[src/rtl/core/assert_macros.svh]
// assertion macros shared by the rtl that carries checks
// needs signals named clk and rst_n in the scope where a macro is used
`ifndef ASSERT_MACROS_SVH
`define ASSERT_MACROS_SVH

// property holds on every enabled edge
`define AST_HOLDS(lbl, prop, msg) \
  lbl: assert property (@(posedge clk) disable iff (!rst_n) (prop)) else $error(msg);

// overlapping implication
`define AST_IMPLIES(lbl, pre, post, msg) \
  lbl: assert property (@(posedge clk) disable iff (!rst_n) (pre) |-> (post)) else $error(msg);

// non-overlapping implication, post checked in the next cycle
`define AST_NEXT(lbl, pre, post, msg) \
  lbl: assert property (@(posedge clk) disable iff (!rst_n) (pre) |=> (post)) else $error(msg);

`endif

[src/rtl/core/rse_pkg.sv]
// shared types, codes and micro-program for the rossler euler step unit
// no dependencies; used by rse_alu, rse_seq and the top level
package rse_pkg;

  localparam int DATA_W    = 32;
  localparam int FRAC_W    = 24;
  localparam int UCODE_LEN = 18;
  localparam int PC_W      = 5;

  // reset values, q8.24
  localparam logic signed [DATA_W-1:0] RST_COEF_A = 32'sd3355443;
  localparam logic signed [DATA_W-1:0] RST_COEF_B = 32'sd3355443;
  localparam logic signed [DATA_W-1:0] RST_COEF_C = 32'sd95630131;
  localparam logic signed [DATA_W-1:0] RST_STEP   = 32'sd1342177;
  localparam logic signed [DATA_W-1:0] RST_POS    = 32'sd167772;

  // word kinds on the input channel
  localparam logic [1:0] OP_STEP   = 2'd0;
  localparam logic [1:0] OP_LOAD_X = 2'd1;
  localparam logic [1:0] OP_LOAD_Y = 2'd2;
  localparam logic [1:0] OP_LOAD_Z = 2'd3;

  // register indexes on the configuration port
  localparam logic [1:0] REG_COEF_A = 2'd0;
  localparam logic [1:0] REG_COEF_B = 2'd1;
  localparam logic [1:0] REG_COEF_C = 2'd2;
  localparam logic [1:0] REG_STEP   = 2'd3;

  typedef enum logic [2:0] {
    ALU_NOP,
    ALU_ADD,
    ALU_SUB,
    ALU_MUL,
    ALU_RND
  } alu_op_t;

  typedef enum logic [3:0] {
    SRC_ZERO,
    SRC_X,
    SRC_Y,
    SRC_Z,
    SRC_A,
    SRC_B,
    SRC_C,
    SRC_H,
    SRC_RES
  } src_t;

  typedef enum logic [1:0] {
    CAP_NONE,
    CAP_X,
    CAP_Y
  } cap_t;

  typedef struct packed {
    alu_op_t op;
    src_t    src_a;
    src_t    src_b;
    cap_t    cap;
  } uop_t;

  typedef struct packed {
    logic idle;
    logic commit;
  } seq_stat_t;

  localparam uop_t UOP_NOP = '{ALU_NOP, SRC_ZERO, SRC_ZERO, CAP_NONE};

  // one step: x' = x + h*(-y-z), y' = y + h*(x+a*y), z' = z + h*(b+z*(x-c))
  // a product takes two slots: multiply, then round and saturate
  function automatic uop_t ucode(input logic [PC_W-1:0] pc);
    uop_t u;
    u = UOP_NOP;
    case (pc)
      5'd0:  u = '{ALU_SUB, SRC_ZERO, SRC_Y,   CAP_NONE};
      5'd1:  u = '{ALU_SUB, SRC_RES,  SRC_Z,   CAP_NONE};
      5'd2:  u = '{ALU_MUL, SRC_H,    SRC_RES, CAP_NONE};
      5'd3:  u = '{ALU_RND, SRC_ZERO, SRC_ZERO, CAP_NONE};
      5'd4:  u = '{ALU_ADD, SRC_X,    SRC_RES, CAP_NONE};
      5'd5:  u = '{ALU_MUL, SRC_A,    SRC_Y,   CAP_X};
      5'd6:  u = '{ALU_RND, SRC_ZERO, SRC_ZERO, CAP_NONE};
      5'd7:  u = '{ALU_ADD, SRC_X,    SRC_RES, CAP_NONE};
      5'd8:  u = '{ALU_MUL, SRC_H,    SRC_RES, CAP_NONE};
      5'd9:  u = '{ALU_RND, SRC_ZERO, SRC_ZERO, CAP_NONE};
      5'd10: u = '{ALU_ADD, SRC_Y,    SRC_RES, CAP_NONE};
      5'd11: u = '{ALU_SUB, SRC_X,    SRC_C,   CAP_Y};
      5'd12: u = '{ALU_MUL, SRC_Z,    SRC_RES, CAP_NONE};
      5'd13: u = '{ALU_RND, SRC_ZERO, SRC_ZERO, CAP_NONE};
      5'd14: u = '{ALU_ADD, SRC_B,    SRC_RES, CAP_NONE};
      5'd15: u = '{ALU_MUL, SRC_H,    SRC_RES, CAP_NONE};
      5'd16: u = '{ALU_RND, SRC_ZERO, SRC_ZERO, CAP_NONE};
      5'd17: u = '{ALU_ADD, SRC_Z,    SRC_RES, CAP_NONE};
      default: u = UOP_NOP;
    endcase
    return u;
  endfunction

endpackage

[src/rtl/core/rse_alu.sv]
// shared saturating q8.24 arithmetic unit: add, subtract, multiply, round
// depends on rse_pkg
module rse_alu (
  input  logic                              clk,
  input  logic                              en,
  input  rse_pkg::alu_op_t                  op,
  input  logic signed [rse_pkg::DATA_W-1:0] opa,
  input  logic signed [rse_pkg::DATA_W-1:0] opb,
  output logic signed [rse_pkg::DATA_W-1:0] res
);

  localparam int W     = rse_pkg::DATA_W;
  localparam int PW    = 2 * W;
  localparam int SCL_W = PW - rse_pkg::FRAC_W;

  localparam logic signed [PW-1:0] HALF_LSB = PW'(64'sd1 << (rse_pkg::FRAC_W - 1));
  localparam logic signed [W-1:0]  MAX_V    = {1'b0, {(W-1){1'b1}}};
  localparam logic signed [W-1:0]  MIN_V    = {1'b1, {(W-1){1'b0}}};

  logic signed [W:0]       sum_w;
  logic signed [PW-1:0]    prod_w;
  logic signed [PW-1:0]    prod_r;
  logic signed [PW-1:0]    rnd_w;
  logic signed [SCL_W-1:0] scl_w;
  logic signed [W-1:0]     sum_sat_w;
  logic signed [W-1:0]     scl_sat_w;
  logic signed [W-1:0]     res_r;
  logic signed [W-1:0]     res_nxt;

  always_comb begin
    if (op == rse_pkg::ALU_SUB) begin
      sum_w = {opa[W-1], opa} - {opb[W-1], opb};
    end else begin
      sum_w = {opa[W-1], opa} + {opb[W-1], opb};
    end
    prod_w = $signed({{W{opa[W-1]}}, opa}) * $signed({{W{opb[W-1]}}, opb});
    // round half up, then floor by dropping the fraction
    rnd_w = prod_r + HALF_LSB;
    scl_w = rnd_w[PW-1:rse_pkg::FRAC_W];

    if (sum_w[W] == sum_w[W-1]) begin
      sum_sat_w = sum_w[W-1:0];
    end else begin
      sum_sat_w = sum_w[W] ? MIN_V : MAX_V;
    end

    if ((&scl_w[SCL_W-1:W-1]) || !(|scl_w[SCL_W-1:W-1])) begin
      scl_sat_w = scl_w[W-1:0];
    end else begin
      scl_sat_w = scl_w[SCL_W-1] ? MIN_V : MAX_V;
    end

    unique case (op) inside
      rse_pkg::ALU_ADD, rse_pkg::ALU_SUB: res_nxt = sum_sat_w;
      rse_pkg::ALU_RND:                   res_nxt = scl_sat_w;
      default:                            res_nxt = res_r;
    endcase
  end

  always_ff @(posedge clk) begin
    if (en) begin
      res_r <= res_nxt;
      if (op == rse_pkg::ALU_MUL) begin
        prod_r <= prod_w;
      end
    end
  end

  assign res = res_r;

endmodule

[src/rtl/core/rse_seq.sv]
// micro-sequencer stepping the shared unit through one euler step
// depends on rse_pkg (micro-program and control types)
module rse_seq (
  input  logic               clk,
  input  logic               rst_n,
  input  logic               start,
  input  logic               out_free,
  output rse_pkg::uop_t      uop,
  output rse_pkg::seq_stat_t stat
);

  localparam logic [rse_pkg::PC_W-1:0] PC_LAST = rse_pkg::PC_W'(rse_pkg::UCODE_LEN - 1);

  typedef enum logic [1:0] {
    S_IDLE,
    S_RUN,
    S_WB
  } state_t;

  state_t                    state_r;
  state_t                    state_nxt;
  logic [rse_pkg::PC_W-1:0]  pc_r;
  logic [rse_pkg::PC_W-1:0]  pc_nxt;

  always_comb begin
    state_nxt = state_r;
    pc_nxt    = pc_r;
    unique case (state_r)
      S_IDLE: begin
        pc_nxt = '0;
        if (start) begin
          state_nxt = S_RUN;
        end
      end
      S_RUN: begin
        if (pc_r == PC_LAST) begin
          state_nxt = S_WB;
        end else begin
          pc_nxt = pc_r + 1'b1;
        end
      end
      S_WB: begin
        if (out_free) begin
          state_nxt = S_IDLE;
        end
      end
      default: state_nxt = S_IDLE;
    endcase
  end

  always_ff @(posedge clk) begin
    if (!rst_n) begin
      state_r <= S_IDLE;
      pc_r    <= '0;
    end else begin
      state_r <= state_nxt;
      pc_r    <= pc_nxt;
    end
  end

  assign uop         = (state_r == S_RUN) ? rse_pkg::ucode(pc_r) : rse_pkg::UOP_NOP;
  assign stat.idle   = (state_r == S_IDLE);
  assign stat.commit = (state_r == S_WB) && out_free;

endmodule

[src/rtl/core/rossler_euler_step_unit.sv]
// top level: rossler attractor state advanced by one forward-euler step per step or load-x word
// depends on rse_pkg, rse_seq, rse_alu and assert_macros.svh
//
//   channel  | direction | contents
//   in_      | slave     | tuser: op [1:0]; tdata: load_value [31:0]
//   out_     | master    | tdata: new_x [31:0], new_y [63:32], new_z [95:64]
//   cfg_     | write     | index 0 coef_a, 1 coef_b, 2 coef_c, 3 step_size
//
// a load of y or z only writes the point and leaves the block idle; a step (or
// load x and step) is accepted, then runs 18 micro-ops through the single
// multiplier/adder, then writes back the result word; the next word can be taken
// in the cycle after write-back. the single shared unit and its two-slot multiply
// set how long a step holds the block. write-back waits while the output
// register still holds an untaken word. reset is synchronous.
`include "assert_macros.svh"

module rossler_euler_step_unit (
  input  logic        clk,
  input  logic        rst_n,
  // input channel
  input  logic        in_tvalid,
  output logic        in_tready,
  input  logic [31:0] in_tdata,   // load_value [31:0]
  input  logic [1:0]  in_tuser,   // op [1:0]
  // result channel
  output logic        out_tvalid,
  input  logic        out_tready,
  output logic [95:0] out_tdata,  // new_x [31:0], new_y [63:32], new_z [95:64]
  // configuration writes
  input  logic        cfg_we,
  input  logic [1:0]  cfg_index,
  input  logic [31:0] cfg_wdata
);

  localparam int W = rse_pkg::DATA_W;

  // coefficients and step size
  logic signed [W-1:0] coef_a_r;
  logic signed [W-1:0] coef_b_r;
  logic signed [W-1:0] coef_c_r;
  logic signed [W-1:0] step_r;
  // current point
  logic signed [W-1:0] pos_x_r;
  logic signed [W-1:0] pos_y_r;
  logic signed [W-1:0] pos_z_r;
  // new x and y held until z is done, since all terms use the old point
  logic signed [W-1:0] nx_r;
  logic signed [W-1:0] ny_r;
  logic [3*W-1:0]      out_data_r;
  logic                out_tvalid_r;

  logic                in_acc;
  logic                start;
  logic                out_free;
  rse_pkg::uop_t       uop;
  rse_pkg::seq_stat_t  seq_stat;
  logic signed [W-1:0] opa;
  logic signed [W-1:0] opb;
  logic signed [W-1:0] alu_res;

  // operand select for the shared unit
  function automatic logic signed [W-1:0] pick(input rse_pkg::src_t s);
    logic signed [W-1:0] v;
    case (s)
      rse_pkg::SRC_X:   v = pos_x_r;
      rse_pkg::SRC_Y:   v = pos_y_r;
      rse_pkg::SRC_Z:   v = pos_z_r;
      rse_pkg::SRC_A:   v = coef_a_r;
      rse_pkg::SRC_B:   v = coef_b_r;
      rse_pkg::SRC_C:   v = coef_c_r;
      rse_pkg::SRC_H:   v = step_r;
      rse_pkg::SRC_RES: v = alu_res;
      default:          v = '0;
    endcase
    return v;
  endfunction

  assign in_tready = seq_stat.idle;
  assign in_acc    = in_tvalid && in_tready;
  // load x then step starts the sequencer just like a plain step
  assign start     = in_acc && ((in_tuser == rse_pkg::OP_STEP) ||
                                (in_tuser == rse_pkg::OP_LOAD_X));
  assign out_free  = !out_tvalid_r || out_tready;

  // operands follow both the selector and the selected registers
  always_comb begin
    opa = pick(uop.src_a);
    opb = pick(uop.src_b);
  end

  rse_seq u_seq (
    .clk      (clk),
    .rst_n    (rst_n),
    .start    (start),
    .out_free (out_free),
    .uop      (uop),
    .stat     (seq_stat)
  );

  rse_alu u_alu (
    .clk (clk),
    .en  (uop.op != rse_pkg::ALU_NOP),
    .op  (uop.op),
    .opa (opa),
    .opb (opb),
    .res (alu_res)
  );

  // control, configuration and point state
  always_ff @(posedge clk) begin
    if (!rst_n) begin
      coef_a_r     <= rse_pkg::RST_COEF_A;
      coef_b_r     <= rse_pkg::RST_COEF_B;
      coef_c_r     <= rse_pkg::RST_COEF_C;
      step_r       <= rse_pkg::RST_STEP;
      pos_x_r      <= rse_pkg::RST_POS;
      pos_y_r      <= rse_pkg::RST_POS;
      pos_z_r      <= rse_pkg::RST_POS;
      out_tvalid_r <= 1'b0;
    end else begin
      if (cfg_we) begin
        unique case (cfg_index)
          rse_pkg::REG_COEF_A: coef_a_r <= cfg_wdata;
          rse_pkg::REG_COEF_B: coef_b_r <= cfg_wdata;
          rse_pkg::REG_COEF_C: coef_c_r <= cfg_wdata;
          rse_pkg::REG_STEP:   step_r   <= cfg_wdata;
          default: ;
        endcase
      end
      if (in_acc) begin
        case (in_tuser)
          rse_pkg::OP_LOAD_X: pos_x_r <= in_tdata;
          rse_pkg::OP_LOAD_Y: pos_y_r <= in_tdata;
          rse_pkg::OP_LOAD_Z: pos_z_r <= in_tdata;
          default: ;
        endcase
      end
      if (seq_stat.commit) begin
        // alu result holds the new z at write-back
        pos_x_r      <= nx_r;
        pos_y_r      <= ny_r;
        pos_z_r      <= alu_res;
        out_tvalid_r <= 1'b1;
      end else if (out_tready) begin
        out_tvalid_r <= 1'b0;
      end
    end
  end

  // payload registers
  always_ff @(posedge clk) begin
    case (uop.cap)
      rse_pkg::CAP_X: nx_r <= alu_res;
      rse_pkg::CAP_Y: ny_r <= alu_res;
      default: ;
    endcase
    if (seq_stat.commit) begin
      out_data_r <= {alu_res, ny_r, nx_r};
    end
  end

  assign out_tvalid = out_tvalid_r;
  assign out_tdata  = out_data_r;

  // a new result word appears only from a write-back
  `AST_IMPLIES(a_out_from_commit, $rose(out_tvalid_r), $past(seq_stat.commit), "stray result")
  // write-back never overwrites an untaken word
  `AST_IMPLIES(a_commit_free, seq_stat.commit, !out_tvalid_r || out_tready, "word overwritten")
  // a step word puts the sequencer to work on the next cycle
  `AST_NEXT(a_step_busy, start, !in_tready && (uop.op != rse_pkg::ALU_NOP), "step not started")

endmodule

[config.mk]
export PLATFORM = sky130hd
export DESIGN_NAME = rossler_euler_step_unit
export DESIGN_NICKNAME = d
export VERILOG_FILES = /design/src/rtl/core/rse_pkg.sv /design/src/rtl/core/rse_alu.sv /design/src/rtl/core/rse_seq.sv /design/src/rtl/core/rossler_euler_step_unit.sv
export VERILOG_INCLUDE_DIRS = /design/src /design/src/rtl/core
export SDC_FILE = /design/constraint.sdc
export NUM_CORES = 2
export LEC_CHECK = 0
export ABC_AREA = 1
export BUFFER_PORTS_ARGS = -buffer_cell sky130_fd_sc_hd__buf_4
export CORE_AREA = 2 2 467 469
export CTS_CLUSTER_SIZE = 25
export DETAILED_ROUTE_END_ITERATION = 16
export DIE_AREA = 0 0 469 471
export GPL_ROUTABILITY_DRIVEN = 0
export PLACE_DENSITY = 0.53
export RECOVER_POWER = 100
export SYNTH_ARGS = -nofsm -noshare
export SYNTH_HDL_FRONTEND = slang
export SYNTH_SLANG_ARGS = --single-unit
[constraint.sdc]
create_clock -name clk -period 10.7 [get_ports clk]
set_input_delay 1.07 -clock clk [delete_from_list [all_inputs] [get_ports clk]]
set_output_delay 1.07 -clock clk [all_outputs]
set_load 0.005 [all_outputs]
==> flow_summary.ini <==
[status]
outcome = finished with violations
failed_checks = max-capacitance violations, max-slew violations

[final_layout]
layout-drive-gt1-share = 0.06009
layout.cells.non_filler = 10780
area.growth.synth_to_final_pct = 11.03
finish.net_count = 9258
largest_register_ffs = 96

[grt]
number_of_antenna_violations_at_the_first_check_in_global_routing = 5
grt_pass1_wl_um = 335600
track_usage = 0.1983
number_of_global_route_vias_before_repair = 53960
grt_max_degree = 117
grt-ovfl-total = 0

[critical_path]
cp.required_ns = 11.08
crit_path_max_fanout = 12
timing.critical_path.mode_cell = sky130_fd_sc_hd__fa_1
timing.critical_path.slowest_stage_cell = sky130_fd_sc_hd__nand2_1
worst_path_largest_cell_delay_ns = 0.66
crit_path_start_kind = flop
regToRegSetupSlack_ns = 0.30
regToRegEndpoint = u_alu.prod_r[43]
timing.reg2reg.worst_path_depth = 29
rr_startpoint = u_seq.state_r[0]
crit_path_start = u_seq.state_r[0]
worstPathArrival_ns = 10.78
sort_of_element_at_the_end_of_the_critical_path = flop
crit_path_class = flop to flop

[placed_design]
placedCellCount = 10680
port_buffers = 170
detailed_place_hpwl_um = 174200

[cts]
insertion_delay_ns = 0.63
cts_buffer_depth = 3
tritoncts = yes
htreeDepth = 2
cts_setup_buffers = 0
clk_root_buffer_cell = sky130_fd_sc_hd__clkbuf_16
cts_resized = 0
hold_buffers = 0
numClockSinks = 476
clock_buffers_created_by_tritoncts = 49
cts.clk_slew.worst_paths_ns = 0.07

[floorplan]
die-height_um = 471
chipWidth_um = 469
rows = 171
core_um2 = 216100
floorplan.initialDensity = 0.2886
top_level_ports = 171
area_enclosed_by_the_die_boundary_um2 = 220900

[drt]
vias_per_cell = 4.875
drt_drc = 0
finalWirelength_um = 220000
ant_nets = 0
drt-pass1-iter-count = 7
drt-wirelength-per-cell_um = 20.41
dr_total_vias = 52530
drtIter0Drc = 5372

[hold_path]
hp-class = flop to flop
hold-path-cell-count = 0
hold-path-endpoint = out_tdata[1]
holdCritStartpoint = nx_r[1]

[pwr]
p_leak_nw = 36.63
post-layout-total-power_mw = 4.815
vdd_drop_max_mv = 0.1233
power.density_nw_per_um2 = 69.55

[timing]
setup_repair_after_global_routing_missed_its_margin = false
total_neg_setup_slack_ns = 0
finalWorstPathRequiredPeriod_ns = 10.40
setup_viol = 0
achievable-frequency_mhz = 96.14
timing.max_slew.rel_slack = -2.132
maxSlewViolCount = 739
final_min_period_over_clock_period = 0.9721
hold_violations = 0
worstMarginPinSlew_ns = 4.673
fin_skew_ns = 0.03946

[synthesis]
synth_nets = 9204
synth-edff-count = 233
syn-instance-count = 7827
synth.distinct_cells = 58
synth_async_sr_flop_share = 0
synthesis.area_um2 = 62360
post_synthesis_sequential_element_count = 476
yosys_warnings = 0
seq_area_frac_synth = 0.1902
synth_top_flop_cell = sky130_fd_sc_hd__dfxtp_1
synthesis.area_per_instance_um2 = 7.967

[flow_run]
maxCapViolCount = 14
==> cells in the final DEF, fill, tap and decap left out, drive strengths merged, types with 21 or more instances in the layout <==
master,netlist,routed
nand2,1950,1950
inv,1902,1904
fa,1082,1082
nor2,439,439
nand3,382,382
o21ai,287,287
buf,77,246
dfxtp,243,243
edfxtp,233,233
a21oi,230,230
ha,222,222
clkbuf,279,170
xor2,105,105
a31oi,64,64
a221oi,51,51
nor3,42,42
nand4,37,37
xnor2,34,34
clkinv,9,23
nor4,21,21
==> critical path, delay by kind of cell, from the launching register on <==
family	cells	cell delay [ns]
buffers and inverters	6	1.03
AOI/OAI and AO/OA	7	1.62
adders and majority gates	9	4.41
and+or+nand+nor	6	2.10
xor gates and xnor gates	1	0.39
DFF	1	0.57
==> synth_stat cells (9+ instances only) <==
cell / instances / share of area
sky130_fd_sc_hd__a21oi_1: 210 / 0.017
sky130_fd_sc_hd__a21oi_2: 20 / 0.0028
sky130_fd_sc_hd__a221oi_1: 51 / 0.0072
sky130_fd_sc_hd__a22o_1: 10 / 0.0014
sky130_fd_sc_hd__a22oi_1: 17 / 0.0020
sky130_fd_sc_hd__a31oi_1: 64 / 0.0064
sky130_fd_sc_hd__buf_1: 26 / 0.0016
sky130_fd_sc_hd__buf_2: 35 / 0.0028
sky130_fd_sc_hd__buf_6: 12 / 0.0022
sky130_fd_sc_hd__clkbuf_1: 278 / 0.017
sky130_fd_sc_hd__clkinv_1: 9 / 0.00054
sky130_fd_sc_hd__dfxtp_1: 243 / 0.078
sky130_fd_sc_hd__edfxtp_1: 233 / 0.11
sky130_fd_sc_hd__fa_1: 1082 / 0.35
sky130_fd_sc_hd__ha_1: 222 / 0.045
sky130_fd_sc_hd__inv_1: 1895 / 0.11
sky130_fd_sc_hd__nand2_1: 1937 / 0.12
sky130_fd_sc_hd__nand2_2: 13 / 0.0013
sky130_fd_sc_hd__nand3_1: 373 / 0.030
sky130_fd_sc_hd__nand3_2: 9 / 0.0014
sky130_fd_sc_hd__nand4_1: 37 / 0.0037
sky130_fd_sc_hd__nor2_1: 431 / 0.026
sky130_fd_sc_hd__nor3_1: 41 / 0.0033
sky130_fd_sc_hd__nor4_1: 20 / 0.0020
sky130_fd_sc_hd__o2111ai_1: 20 / 0.0028
sky130_fd_sc_hd__o211ai_1: 19 / 0.0023
sky130_fd_sc_hd__o21a_1: 14 / 0.0017
sky130_fd_sc_hd__o21ai_0: 279 / 0.022
sky130_fd_sc_hd__o22ai_1: 9 / 0.00090
sky130_fd_sc_hd__xnor2_1: 34 / 0.0048
sky130_fd_sc_hd__xor2_1: 105 / 0.015
==> cell families after synthesis <==
logic type,share of synthesized area
AND/OR/NAND/NOR,0.1874
AO/OA/AOI/OAI,0.07205
buffers and inverters,0.1389
adder cells (fa/ha/maj),0.3919
XOR/XNOR,0.01952
flip-flops,0.1902
==> stage by stage <==
stage / hold WS (ns) / cell area (µm²) / utilization / worst slack, ns
finish: 0.4551 / 69240 / 0.3204 / 0.2983
global route: 0.4572 / 69230 / 0.3204 / 0.07675
CTS: 0.4537 / 69440 / 0.3214 / 0.5203
detailed placement: 0.4387 / 67680 / 0.3132 / 0.5332
global placement: 0.4358 / 67680 / 0.3132 / 0.5868
floorplan: 0.4268 / 62360 / - / 2.209
==> power by group <==
part / total, mW / internal [mW] / switching (mW)
Combinational: 0.811 / 0.249 / 0.563
Sequential: 2.08 / 1.99 / 0.0927
Clock: 1.92 / 1.13 / 0.797
Total: 4.82 / 3.36 / 1.45
==> how the worst max path moves through the flow <==
stage | slack, ns | end
4_1_cts | 0.52 | u_alu.prod_r[53]
2_1_floorplan | 2.21 | u_alu.prod_r[61]
5_1_grt | 0.08 | u_alu.prod_r[43]
3_3_place_gp | 0.59 | u_alu.prod_r[53]
6_report | 0.30 | u_alu.prod_r[43]
3_5_place_dp | 0.53 | u_alu.prod_r[53]
==> layout make-up <==
| class | instances | area, µm² |
|---|---|---|
| Fill cell | 22980 | 146900 |
| Multi-Input combinational cell | 5084 | 41910 |
| Sequential cell | 476 | 11860 |
| Inverter | 1911 | 7177 |
| Tap cell | 2854 | 3571 |
| Timing Repair Buffer | 359 | 2952 |
| Clock buffer | 57 | 1276 |
| Clock inverter | 34 | 491.7 |
| Antenna cell | 1 | 2.502 |
==> per-layer routing <==
metal / track usage / wire (µm) / vias to the layer above
met4: 0.06425 / 8521 / 4
met3: 0.03356 / 18530 / 382
met5: 0 / 27 / -
li1: - / - / 23510
met1: 0.2728 / 93380 / 26360
met2: 0.3155 / 99510 / 2272
Power figures use the tool's default switching activity.
